[config.mk]
export PLATFORM = sky130hd
export DESIGN_NAME = rate_monotonic_task_scheduler
export DESIGN_NICKNAME = d
export VERILOG_FILES = /design/src/design/rms_pkg.sv /design/src/design/rms_front.sv /design/src/design/rms_queue.sv /design/src/design/rms_engine.sv /design/src/design/rate_monotonic_task_scheduler.sv
export SDC_FILE = /design/constraint.sdc
export NUM_CORES = 2
export LEC_CHECK = 0
export ABC_AREA = 0
export BUFFER_PORTS_ARGS = -buffer_cell sky130_fd_sc_hd__buf_2
export CORE_UTILIZATION = 41
export DETAILED_ROUTE_END_ITERATION = 7
export HOLD_SLACK_MARGIN = 0.03
export SETUP_SLACK_MARGIN = 0.02
export SYNTH_ARGS = -nofsm -noshare
export SYNTH_HDL_FRONTEND = slang
export SYNTH_SLANG_ARGS = --single-unit
[constraint.sdc]
create_clock -name aclk -period 14.7 [get_ports aclk]
set_input_delay 2.94 -clock aclk [delete_from_list [all_inputs] [get_ports aclk]]
set_output_delay 2.94 -clock aclk [all_outputs]
set_load 0.01 [all_outputs]
[src/design/rms_pkg.sv]
// Shared types and constants for the rate-monotonic task scheduler.
// No dependencies; imported by every module of the block.
package rms_pkg;
    localparam int MaxTasks   = 16;
    localparam int SlotW      = $clog2(MaxTasks);
    localparam int IdW        = 22;
    localparam int PerW       = 16;
    localparam int CompW      = 16;
    localparam int UtilW      = 30;
    localparam int TotW       = 35;
    localparam int TimeW      = 48;
    localparam int BoundW     = 14;
    localparam int QDepth     = 2;
    localparam logic [BoundW-1:0] UtilReset = 14'd6930;
    localparam logic [13:0]       UtilScale = 14'd10000;

    typedef enum logic [1:0] {
        OP_REG   = 2'd0,
        OP_YIELD = 2'd1,
        OP_DEREG = 2'd2,
        OP_TICK  = 2'd3
    } op_t;

    typedef enum logic [2:0] {
        ST_OK       = 3'd0,
        ST_REFUSED  = 3'd1,
        ST_NOTFOUND = 3'd2,
        ST_FULL     = 3'd3,
        ST_ZERO     = 3'd4,
        ST_LATE     = 3'd5
    } status_t;

    typedef enum logic [1:0] {
        MODE_READY = 2'd0,
        MODE_RUN   = 2'd1,
        MODE_SLEEP = 2'd2
    } mode_t;

    // Classified command handed from front to back.
    typedef struct packed {
        op_t              op;
        logic [IdW-1:0]   task_id;
        logic [PerW-1:0]  period;
        logic [UtilW-1:0] util;
        logic             zero_period;
    } cmd_t;
endpackage

[src/design/rms_front.sv]
// Front end: accepts items and computes the admission utilization with a
// bit-serial divider. Depends on rms_pkg.
module rms_front (
    input  logic                 aclk,
    input  logic                 aresetn,
    input  logic                 in_valid,
    output logic                 in_ready,
    input  logic [1:0]           in_op,
    input  logic [rms_pkg::IdW-1:0]   in_id,
    input  logic [rms_pkg::PerW-1:0]  in_period,
    input  logic [rms_pkg::CompW-1:0] in_comp,
    output logic                 cmd_valid,
    input  logic                 cmd_ready,
    output rms_pkg::cmd_t        cmd
);
    import rms_pkg::*;

    localparam int NumW = 30;
    localparam int CntW = $clog2(NumW + 1);

    typedef enum logic [2:0] {
        F_IDLE = 3'b001,
        F_DIV  = 3'b010,
        F_OUT  = 3'b100
    } fstate_t;

    fstate_t          state_reg, state_next;
    logic [CntW-1:0]  cnt_reg, cnt_next;
    logic [NumW-1:0]  num_reg, num_next;
    logic [PerW:0]    rem_reg, rem_next;
    cmd_t             cmd_reg, cmd_next;
    logic [PerW:0]    rem_sh;

    assign in_ready  = (state_reg == F_IDLE);
    assign cmd_valid = (state_reg == F_OUT);
    assign cmd       = cmd_reg;
    assign rem_sh    = {rem_reg[PerW-1:0], num_reg[NumW-1]};

    always_comb begin
        state_next = state_reg;
        cnt_next   = cnt_reg;
        num_next   = num_reg;
        rem_next   = rem_reg;
        cmd_next   = cmd_reg;
        case (state_reg)
            F_IDLE: begin
                if (in_valid) begin
                    cmd_next.op          = op_t'(in_op);
                    cmd_next.task_id     = in_id;
                    cmd_next.period      = in_period;
                    cmd_next.util        = '0;
                    cmd_next.zero_period = (in_period == '0);
                    num_next = NumW'(in_comp) * NumW'(UtilScale);
                    rem_next = '0;
                    cnt_next = CntW'(NumW);
                    state_next = (op_t'(in_op) == OP_REG && in_period != '0) ? F_DIV : F_OUT;
                end
            end
            F_DIV: begin
                // restoring division, one quotient bit per cycle
                if (rem_sh >= {1'b0, cmd_reg.period}) begin
                    rem_next = rem_sh - {1'b0, cmd_reg.period};
                    cmd_next.util = {cmd_reg.util[UtilW-2:0], 1'b1};
                end else begin
                    rem_next = rem_sh;
                    cmd_next.util = {cmd_reg.util[UtilW-2:0], 1'b0};
                end
                num_next = {num_reg[NumW-2:0], 1'b0};
                cnt_next = cnt_reg - 1'b1;
                if (cnt_reg == CntW'(1)) state_next = F_OUT;
            end
            F_OUT: begin
                if (cmd_ready) state_next = F_IDLE;
            end
            default: state_next = F_IDLE;
        endcase
    end

    always_ff @(posedge aclk) begin
        if (!aresetn) begin
            state_reg <= F_IDLE;
        end else begin
            state_reg <= state_next;
        end
        cnt_reg <= cnt_next;
        num_reg <= num_next;
        rem_reg <= rem_next;
        cmd_reg <= cmd_next;
    end

    a_div_len: assert property (@(posedge aclk) disable iff (!aresetn)
        (state_reg == F_DIV) |-> (cnt_reg != '0))
        else $error("divider count underflow");
    a_rem_bound: assert property (@(posedge aclk) disable iff (!aresetn)
        (state_reg == F_DIV) |-> (rem_reg < {1'b0, cmd_reg.period}))
        else $error("remainder out of range");
    a_hold: assert property (@(posedge aclk) disable iff (!aresetn)
        (cmd_valid && !cmd_ready) |=> $stable(cmd_reg))
        else $error("command changed while waiting");
endmodule

[src/design/rms_queue.sv]
// Short command queue between the front end and the task engine.
// Depends on rms_pkg.
module rms_queue (
    input  logic          aclk,
    input  logic          aresetn,
    input  logic          wr_valid,
    output logic          wr_ready,
    input  rms_pkg::cmd_t wr_data,
    output logic          rd_valid,
    input  logic          rd_ready,
    output rms_pkg::cmd_t rd_data
);
    import rms_pkg::*;

    localparam int PtrW = $clog2(QDepth);

    cmd_t            mem [QDepth];
    logic [PtrW-1:0] wp_reg, rp_reg;
    logic [PtrW:0]   cnt_reg;
    logic            wr_fire, rd_fire;

    assign wr_ready = (cnt_reg != (PtrW+1)'(QDepth));
    assign rd_valid = (cnt_reg != '0);
    assign rd_data  = mem[rp_reg];
    assign wr_fire  = wr_valid && wr_ready;
    assign rd_fire  = rd_valid && rd_ready;

    always_ff @(posedge aclk) begin
        if (wr_fire) mem[wp_reg] <= wr_data;
    end

    always_ff @(posedge aclk) begin
        if (!aresetn) begin
            wp_reg  <= '0;
            rp_reg  <= '0;
            cnt_reg <= '0;
        end else begin
            if (wr_fire) wp_reg <= wp_reg + 1'b1;
            if (rd_fire) rp_reg <= rp_reg + 1'b1;
            cnt_reg <= cnt_reg + (PtrW+1)'(wr_fire) - (PtrW+1)'(rd_fire);
        end
    end

    a_cnt: assert property (@(posedge aclk) disable iff (!aresetn)
        cnt_reg <= (PtrW+1)'(QDepth))
        else $error("queue overflow");
    a_ptr: assert property (@(posedge aclk) disable iff (!aresetn)
        (cnt_reg == '0 || cnt_reg == (PtrW+1)'(QDepth)) |-> (wp_reg == rp_reg))
        else $error("queue pointers disagree with count");
    a_empty: assert property (@(posedge aclk) disable iff (!aresetn)
        (cnt_reg == '0 && !wr_fire) |=> !rd_valid)
        else $error("queue read from empty");
endmodule

[src/design/rms_engine.sv]
// Task engine: carries out commands on the task table, one slot per cycle,
// then dispatches and emits the result. Depends on rms_pkg.
module rms_engine (
    input  logic                  aclk,
    input  logic                  aresetn,
    input  logic [rms_pkg::BoundW-1:0] util_bound,
    input  logic                  cmd_valid,
    output logic                  cmd_ready,
    input  rms_pkg::cmd_t         cmd,
    output logic                  res_valid,
    input  logic                  res_ready,
    output logic [31:0]           res_data
);
    import rms_pkg::*;

    typedef enum logic [5:0] {
        E_IDLE  = 6'b000001,
        E_SCAN  = 6'b000010,
        E_EXEC  = 6'b000100,
        E_DISP  = 6'b001000,
        E_PICK  = 6'b010000,
        E_OUT   = 6'b100000
    } estate_t;

    estate_t          state_reg;
    cmd_t             c_reg;
    logic [SlotW:0]   idx_reg;
    logic             hit_reg;
    logic [SlotW-1:0] hit_slot_reg;
    logic             free_reg;
    logic [SlotW-1:0] free_slot_reg;
    logic             best_reg;
    logic [SlotW-1:0] best_slot_reg;
    logic [PerW-1:0]  best_per_reg;
    status_t          st_reg;
    logic             sw_reg;
    logic [31:0]      res_reg;

    logic             valid_reg   [MaxTasks];
    logic             started_reg [MaxTasks];
    logic             armed_reg   [MaxTasks];
    mode_t            mode_reg    [MaxTasks];
    logic [IdW-1:0]   id_reg      [MaxTasks];
    logic [PerW-1:0]  per_reg     [MaxTasks];
    logic [UtilW-1:0] util_reg    [MaxTasks];
    logic [TimeW-1:0] dl_reg      [MaxTasks];

    logic [TotW-1:0]  total_reg;
    logic [TimeW-1:0] now_reg;
    logic             cur_v_reg;
    logic [SlotW-1:0] cur_reg;

    logic [SlotW-1:0] i;
    logic [SlotW-1:0] h;
    logic [TimeW-1:0] adv_dl;
    logic [TotW-1:0]  sum;

    assign i         = idx_reg[SlotW-1:0];
    assign h         = hit_slot_reg;
    assign cmd_ready = (state_reg == E_IDLE);
    assign res_valid = (state_reg == E_OUT);
    assign res_data  = res_reg;
    assign adv_dl    = dl_reg[h] + TimeW'(per_reg[h]);
    assign sum       = total_reg + TotW'(c_reg.util);

    always_ff @(posedge aclk) begin
        if (!aresetn) begin
            state_reg <= E_IDLE;
            total_reg <= '0;
            now_reg   <= '0;
            cur_v_reg <= 1'b0;
            cur_reg   <= '0;
            for (int k = 0; k < MaxTasks; k++) begin
                valid_reg[k]   <= 1'b0;
                started_reg[k] <= 1'b0;
                armed_reg[k]   <= 1'b0;
                mode_reg[k]    <= MODE_SLEEP;
            end
        end else begin
            case (state_reg)
                E_IDLE: begin
                    if (cmd_valid) begin
                        c_reg   <= cmd;
                        idx_reg <= '0;
                        hit_reg <= 1'b0;
                        free_reg <= 1'b0;
                        st_reg  <= ST_OK;
                        if (cmd.op == OP_TICK) now_reg <= now_reg + 1'b1;
                        state_reg <= E_SCAN;
                    end
                end
                E_SCAN: begin
                    // one slot per cycle: lookup, free slot, tick wake
                    if (c_reg.op == OP_TICK) begin
                        if (valid_reg[i] && armed_reg[i] && dl_reg[i] <= now_reg) begin
                            armed_reg[i] <= 1'b0;
                            mode_reg[i]  <= MODE_READY;
                        end
                    end
                    if (!hit_reg && valid_reg[i] && id_reg[i] == c_reg.task_id) begin
                        hit_reg <= 1'b1;
                        hit_slot_reg <= i;
                    end
                    if (!free_reg && !valid_reg[i]) begin
                        free_reg <= 1'b1;
                        free_slot_reg <= i;
                    end
                    idx_reg <= idx_reg + 1'b1;
                    if (idx_reg == (SlotW+1)'(MaxTasks-1)) state_reg <= E_EXEC;
                end
                E_EXEC: begin
                    case (c_reg.op)
                        OP_REG: begin
                            if (c_reg.zero_period) st_reg <= ST_ZERO;
                            else if (sum > TotW'(util_bound)) st_reg <= ST_REFUSED;
                            else if (!free_reg) st_reg <= ST_FULL;
                            else begin
                                valid_reg[free_slot_reg]   <= 1'b1;
                                id_reg[free_slot_reg]      <= c_reg.task_id;
                                per_reg[free_slot_reg]     <= c_reg.period;
                                util_reg[free_slot_reg]    <= c_reg.util;
                                dl_reg[free_slot_reg]      <= '0;
                                started_reg[free_slot_reg] <= 1'b0;
                                armed_reg[free_slot_reg]   <= 1'b0;
                                mode_reg[free_slot_reg]    <= MODE_SLEEP;
                                total_reg <= sum;
                            end
                        end
                        OP_YIELD: begin
                            if (!hit_reg) st_reg <= ST_NOTFOUND;
                            else begin
                                if (cur_v_reg && cur_reg == h) begin
                                    cur_v_reg <= 1'b0;
                                    cur_reg   <= '0;
                                end
                                mode_reg[h] <= MODE_SLEEP;
                                if (!started_reg[h]) begin
                                    dl_reg[h]      <= now_reg + TimeW'(per_reg[h]);
                                    started_reg[h] <= 1'b1;
                                    armed_reg[h]   <= 1'b1;
                                end else begin
                                    dl_reg[h] <= adv_dl;
                                    if (adv_dl < now_reg) begin
                                        armed_reg[h] <= 1'b0;
                                        st_reg <= ST_LATE;
                                    end else begin
                                        armed_reg[h] <= 1'b1;
                                    end
                                end
                            end
                        end
                        OP_DEREG: begin
                            if (!hit_reg) st_reg <= ST_NOTFOUND;
                            else begin
                                if (cur_v_reg && cur_reg == h) begin
                                    cur_v_reg <= 1'b0;
                                    cur_reg   <= '0;
                                end
                                total_reg      <= total_reg - TotW'(util_reg[h]);
                                valid_reg[h]   <= 1'b0;
                                armed_reg[h]   <= 1'b0;
                                started_reg[h] <= 1'b0;
                                mode_reg[h]    <= MODE_SLEEP;
                            end
                        end
                        default: ;
                    endcase
                    idx_reg  <= '0;
                    best_reg <= 1'b0;
                    state_reg <= E_DISP;
                end
                E_DISP: begin
                    // shortest period among ready tasks, lowest slot on ties
                    if (valid_reg[i] && mode_reg[i] == MODE_READY &&
                        (!best_reg || per_reg[i] < best_per_reg)) begin
                        best_reg      <= 1'b1;
                        best_slot_reg <= i;
                        best_per_reg  <= per_reg[i];
                    end
                    idx_reg <= idx_reg + 1'b1;
                    if (idx_reg == (SlotW+1)'(MaxTasks-1)) state_reg <= E_PICK;
                end
                E_PICK: begin
                    sw_reg <= 1'b0;
                    if (best_reg && (!cur_v_reg || best_per_reg < per_reg[cur_reg])) begin
                        if (cur_v_reg) mode_reg[cur_reg] <= MODE_READY;
                        mode_reg[best_slot_reg] <= MODE_RUN;
                        cur_v_reg <= 1'b1;
                        cur_reg   <= best_slot_reg;
                        sw_reg    <= 1'b1;
                    end
                    state_reg <= E_OUT;
                end
                E_OUT: begin
                    if (res_ready) state_reg <= E_IDLE;
                end
                default: state_reg <= E_IDLE;
            endcase
        end
    end

    // result: status, running_valid, running_id, switched
    always_comb begin
        res_reg = {5'd0, sw_reg, (cur_v_reg ? id_reg[cur_reg] : {IdW{1'b0}}),
                   cur_v_reg, st_reg};
    end

    a_cur_valid: assert property (@(posedge aclk) disable iff (!aresetn)
        (state_reg == E_OUT && cur_v_reg) |-> valid_reg[cur_reg])
        else $error("running slot not valid");
    a_cur_mode: assert property (@(posedge aclk) disable iff (!aresetn)
        (state_reg == E_OUT && cur_v_reg) |-> (mode_reg[cur_reg] == MODE_RUN))
        else $error("running slot not in run mode");
    a_sw: assert property (@(posedge aclk) disable iff (!aresetn)
        (state_reg == E_OUT && sw_reg) |-> cur_v_reg)
        else $error("switch without running task");
endmodule

[src/design/rate_monotonic_task_scheduler.sv]
// Rate-monotonic task scheduler: one result per item.
// Path: front end (bit-serial admission divide for a register item), queue, then
// the engine's two 16-slot table sweeps. The front end and queue overlap the
// engine, so a new item can be taken before the last result is out, and a
// stalled result holds the engine.
// Reset (aresetn low, synchronous) empties the table, zeroes time and utilization, loads 6930.
module rate_monotonic_task_scheduler (
    input  logic        aclk,
    input  logic        aresetn,
    input  logic        s_tvalid,
    output logic        s_tready,
    // [1:0] opcode, [23:2] task_id, [39:24] period, [55:40] compute_ms
    input  logic [55:0] s_tdata,
    output logic        m_tvalid,
    input  logic        m_tready,
    // [2:0] status, [3] running_valid, [25:4] running_id, [26] switched
    output logic [31:0] m_tdata,
    input  logic        psel,
    input  logic        penable,
    input  logic        pwrite,
    input  logic [1:0]  paddr,
    input  logic [31:0] pwdata,
    output logic [31:0] prdata,
    output logic        pready
);
    import rms_pkg::*;

    localparam logic [1:0] AddrBound = 2'd0;

    logic [BoundW-1:0] bound_reg;
    logic              fq_valid, fq_ready, qe_valid, qe_ready;
    cmd_t              fq_cmd, qe_cmd;

    assign pready = 1'b1;
    assign prdata = (paddr == AddrBound) ? {18'd0, bound_reg} : 32'd0;

    always_ff @(posedge aclk) begin
        if (!aresetn) begin
            bound_reg <= UtilReset;
        end else if (psel && penable && pwrite && paddr == AddrBound) begin
            bound_reg <= pwdata[BoundW-1:0];
        end
    end

    rms_front u_front (
        .aclk      (aclk),
        .aresetn   (aresetn),
        .in_valid  (s_tvalid),
        .in_ready  (s_tready),
        .in_op     (s_tdata[1:0]),
        .in_id     (s_tdata[23:2]),
        .in_period (s_tdata[39:24]),
        .in_comp   (s_tdata[55:40]),
        .cmd_valid (fq_valid),
        .cmd_ready (fq_ready),
        .cmd       (fq_cmd)
    );

    rms_queue u_queue (
        .aclk     (aclk),
        .aresetn  (aresetn),
        .wr_valid (fq_valid),
        .wr_ready (fq_ready),
        .wr_data  (fq_cmd),
        .rd_valid (qe_valid),
        .rd_ready (qe_ready),
        .rd_data  (qe_cmd)
    );

    rms_engine u_engine (
        .aclk       (aclk),
        .aresetn    (aresetn),
        .util_bound (bound_reg),
        .cmd_valid  (qe_valid),
        .cmd_ready  (qe_ready),
        .cmd        (qe_cmd),
        .res_valid  (m_tvalid),
        .res_ready  (m_tready),
        .res_data   (m_tdata)
    );
endmodule

; Word level (Yosys, flattened, before mapping)
; Memory sizes are Yosys's and may differ from the RTL's. A register that Yosys moved wholly into a read port is not among the register bits.
; Index checks and enable logic that the tools add are counted.
[op_classes]
add_sub_neg = 12
mul = 1
magnitude_cmp = 6
n_eq_ne = 41
n_mux = 176
bitwise = 6
n_reduce_logical = 68
[op_table]
columns = op, count
row1 = $mux W35, 4
row2 = $mux W4, 31
row3 = $pmux W30 S2, 2
row4 = $add A48 B16 Y48, 2
row5 = $mux W48, 2
row6 = $mux W1, 94
row7 = $pmux W35 S2, 1
row8 = $add A48 B1 Y48 const B, 1
row9 = $le A48 B48 Y1, 1
row10 = $lt A48 B48 Y1, 1
row11 = $reduce_or A48 Y1, 1
row12 = $mux W3, 12
row13 = $pmux W6 S6, 1
row14 = $add A35 B30 Y35, 1
row15 = $gt A35 B14 Y1, 1
row16 = $sub A35 B30 Y35, 1
row17 = $lt A16 B16 Y1, 2
row18 = $mux W16, 2
row19 = $pmux W16 S2, 1
row20 = $mux W31, 1
row21 = $mux W30, 1
row22 = $mul A16 B10 Y26 const B, 1
row23 = $ne A2 B1 Y1 const B, 13
row24 = $mux W6, 4
row25 = other kinds (54), 129
[word_totals]
register_bits = 348
mem_bits_rw = 2078
input_bits = 97
out_inout_bits = 67
wordCells = 352
memories = 9
[memory_table]
columns = memory, depth, word_bits, read_ports, rd_clocked_by_memory_dff, write_ports, line_no
row1 = u_engine.dl_reg, 16, 48, 2, 2, 1, rms_engine.sv:46  ; logic [TimeW-1:0] dl_reg [MaxTasks];
row2 = u_engine.util_reg, 16, 30, 1, 1, 1, rms_engine.sv:45  ; logic [UtilW-1:0] util_reg [MaxTasks];
row3 = u_engine.id_reg, 16, 22, 2, 2, 1, rms_engine.sv:43  ; logic [IdW-1:0] id_reg [MaxTasks];
row4 = u_engine.per_reg, 16, 16, 3, 3, 1, rms_engine.sv:44  ; logic [PerW-1:0] per_reg [MaxTasks];
row5 = u_queue.mem, 2, 71, 1, 1, 1, rms_queue.sv:17  ; cmd_t mem [QDepth];
row6 = u_engine.mode_reg, 16, 2, 1, 1, 16, rms_engine.sv:42  ; mode_t mode_reg [MaxTasks];
row7 = +3 memories, n/a, n/a, n/a, n/a, n/a, n/a

; Longest topological paths before layout
[logic_depth]
depth_word = 14
ltp_mapped = 37

; By module
; From an unflattened synthesis, not the netlist that was laid out.
[hier_totals]
cells_unflattened = 7091
hier_area_um2 = 119596.0
[by_module_without_submodules]
columns = mod, n_inst, cells_each, area_per_inst_um2, seq_area_each_um2
row1 = rms_engine, 1, 6029, 105113.3, 62790.2
row2 = rms_front, 1, 712, 7973.9, 3603.5
row3 = rms_queue, 1, 250, 5675.4, 4364.2
row4 = rate_monotonic_task_scheduler, 1, 100, 833.3, 280.3

; Worst setup path after synthesis
; Ideal clock, no wire load.
[synth_timing]
kind = reg2reg
startpoint = register u_engine.c_reg[1] in the netlist's numbering
endpoint = memory u_engine.id_reg[12][0] (enable)
setup_time_ns = 0.577
arrival_time_ns = 9.602
path_slack_ns = 4.520
path_stages_with_launch = 21
synth_period_minus_slack_ns = 10.180
cell_sequence = edfxtp_1 ha_1 fa_1 a211oi_1 o211ai_1 a41oi_1 o21bai_1 a211oi_1 nor2_1 ha_1 nand2_1 nor2_1 o21a_1 o41ai_1 o311ai_0 nor4_1 nand4b_1 nor2_1 or4b_2 or3_1 nor3_1
[synth_via]
elab_chain_len = 8
[synth_rtl]
columns = element, line_no
row1 = "start, declared", rms_engine.sv:26  ; cmd_t c_reg;
row2 = "start signal, assigned", rms_engine.sv:83  ; c_reg <= cmd;
row3 = $add A35 B30 Y35, rms_engine.sv:64  ; assign sum = total_reg + TotW'(c_reg.util);
row4 = $gt A35 B14 Y1, rms_engine.sv:115  ; else if (sum > TotW'(util_bound)) st_reg <= ST_REFUSED;
row5 = $mux W1, rms_engine.sv:115
row6 = $mux W1, rms_engine.sv:114  ; if (c_reg.zero_period) st_reg <= ST_ZERO;
row7 = $mux W1, rms_engine.sv:112  ; case (c_reg.op)
row8 = $mux W1, rms_engine.sv:80  ; case (state_reg)
row9 = $mux W1, rms_engine.sv:67  ; if (!aresetn) begin
row10 = $mux W1 (implied by the code), rms_engine.sv:119  ; id_reg[free_slot_reg] <= c_reg.task_id;
row11 = "end, declared", rms_engine.sv:43
; No other way between the ends.

==> qor.yml <==
postRouteAntennaNets: 0
hold_ws_ps: 440
cts.clk_slew.worst_paths_ps: 60
grt.total_usage_pct: 21.8
numClockSinks: 2435
clock-skew-final_ps: 72.2
cts_made_buffers: 271
cts_tree: "done"
critPathCaptureType: "flip-flop"
postCtsSetupRepairBufs: 0
finalCriticalPeriod_ps: 10840
fin_nets: 7524
postCtsHoldBufs: 0
irDropWorstVdd_mv: 0.161
root_buffer: "clkbuf_16"
min_path_type: "flip-flop to flip-flop"
required_ps: 15160
avgSynthCellArea_um2: 17.1
drt_pass1_iterations: 6
tightestPinTransition_ps: 1340
place_ws_ps: 3990
vias: 67100
cts_resized: 0
rows: 196
async_flop_share_pct: 0
synth_ff_type: "edfxtp_1"
power.total_uw: 17500
drt_iter0_markers: 6993
drv_slew: 0
grt_pass1_wl_mm: 463
wl_per_cell_um: 28.6
start_util_pct: 41.3
largest_reg_flops: 768
drc: 0
die_w_um: 538
wirelength_mm: 316
fmax_ghz: 0.0923
antenna_found_initial: 5
syn_inst: 6903
yosys.area.top_type_share_pct: 56.8
crit_fanout: 59
hold_viol_final: 0
setup_viol: 0
grt_pass1_vias: 68600
ys_top_cells_by_count: "edfxtp_1 (2227), mux4_2 (1106), ha_1 (328), nor2_1 (328), nand2_1 (311)"
synth_edf_count: 2227
cts_buffer_depth: 4
slowest_stage: "dfxtp_4"
finalSetupTns_ps: 0
grt_max_degree: 137
cpMostUsedCell: "a21o_1"
cp_slowest_stage_delay_ps: 1050
yosysMostFrequentCell: "edfxtp_1"
yosysWarnings: 0
cap_viol_max_count: 0
slew_headroom_pct: 10.6
fillers: 24300
synth_seq_area_share_pct: 60.3
coreArea_mm2: 0.285
finalCritPeriodShare_pct: 73.7
crit_arrival_ps: 11290
status: "finished clean"
rsz0062_at_grt: "no"
start_kind: "flip-flop"
synth_top_cell_by_area: "edfxtp_1"
synth_area_leaders: "edfxtp_1 (57%), mux4_2 (21%), dfxtp_1 (3.5%)"
synth_area_mm2: 0.118
gp_congestion: 0.850
synth_seq_cells: 2435
htreeDepth: 5
worst_slack_ps: 3860
clock_latency_ps: 860
synthDistinctLibCells: 94
timing_worst_setup_path_type: "flip-flop to flip-flop"
p_leak_uw: 0.0450
ioPinCount: 164
numPortBuffers: 121
drive_gt1_share_pct: 26.5
viasPerCell: 6.08
p_per_area_mw_per_mm2: 133
area_growth_pct: 11.8
overflow: 0
dieHeight_um: 538
die-area_mm2: 0.289
dpl.hpwl_mm: 188
report_power, final:
group | switching (µW) | leakage [µW] | internal, µW
clock | 2810 | 0.00423 | 3920
combinational | 1450 | 0.0170 | 1210
sequential | 338 | 0.0237 | 7820
total | 4600 | 0.0450 | 13000
worst paths after layout:
kind / from / to / slack [ps] / cells past startpoint
min reg2reg: u_front.cmd[48] / u_queue.mem[1][48] / 440 / 0
min: u_front.cmd[48] / u_queue.mem[1][48] / 440 / 0
max reg2reg: flip-flop / u_engine.st_reg[2] / 3860 / 28
max: flip-flop / u_engine.st_reg[2] / 3860 / 28
layout make-up:
type	instances	area [µm²]	area share, %
sequential	2435	71100	54.0
multi-input combinational	3840	44500	33.8
clock buffer	333	7230	5.49
tap	3762	4710	3.58
timing repair buffer	258	1670	1.27
clock inverter	147	1460	1.11
inverter	253	952	0.723
antenna	6	15.0	0.0114
per-stage QoR:
step | utilization, % | cell area, µm² | std cells
finish | 46.1 | 132000 | 11000
global route | 46.1 | 132000 | 11000
CTS | 46.1 | 132000 | 11000
detailed placement | 43.1 | 123000 | 10500
global placement | 43.1 | 123000 | 10500
floorplan | - | 118000 | 6925
critical path, delay by kind of cell (launching register included):
family | cells | cell delay (ps)
multiplexers | 2 | 900
buffers and inverters | 3 | 1930
XOR/XNOR | 1 | 160
AND/OR/NAND/NOR | 2 | 390
flip-flops | 1 | 1050
adder cells (fa/ha/maj) | 2 | 680
AO/OA/AOI/OAI | 18 | 5250
metal layers:
metal / vias up / GRT usage, % / part of all wire, %
li1: 28500 / - / -
met1: 35600 / 30.6 / 42
met2: 2575 / 35.8 / 48
met3: 437 / 2.83 / 6.5
met4: 0 / 6.29 / 2.8
met5: - / 0 / 0
kinds of logic (layout without fill, tap and decap cells):
| kind of cell | count (synthesis) | count (layout) | synth area share (%) |
|---|---|---|---|
| other cells | 2 | 30 | 0.00638 |
| buf+inv | 650 | 991 | 2.21 |
| flops | 2435 | 2435 | 60.3 |
| mux | 1219 | 1219 | 22.2 |
| fa+ha+maj | 368 | 368 | 4.17 |
| xor+xnor | 223 | 223 | 1.66 |
| compound gates | 826 | 826 | 4.61 |
| simple gates | 1180 | 1180 | 4.83 |
placed cells by master, fill, tap and decap left out, types with 16 or more instances in the layout:
cell type	instances
a211oi_1	43
a21o_1	82
a21oi_1	213
a31oi_1	23
and2_1	70
and3_1	27
buf_2	120
buf_4	135
bufinv_16	23
clkbuf_1	47
clkbuf_16	277
clkinv_1	41
clkinv_2	45
clkinvlp_4	16
conb_1	24
dfxtp_1	194
edfxtp_1	2227
fa_1	40
ha_1	327
inv_1	249
mux2_2	75
mux2i_1	37
mux4_2	1106
nand2_1	310
nand2b_1	38
nand3_1	96
nand4_1	69
nor2_1	300
nor2_4	28
nor2b_1	32
nor3_1	80
nor4_1	17
o211ai_1	73
o21a_1	26
o21ai_0	151
o21bai_1	27
o31ai_1	60
or3_1	35
xnor2_1	172
xor2_1	51
No activity file was read; power rests on OpenSTA's default activity.
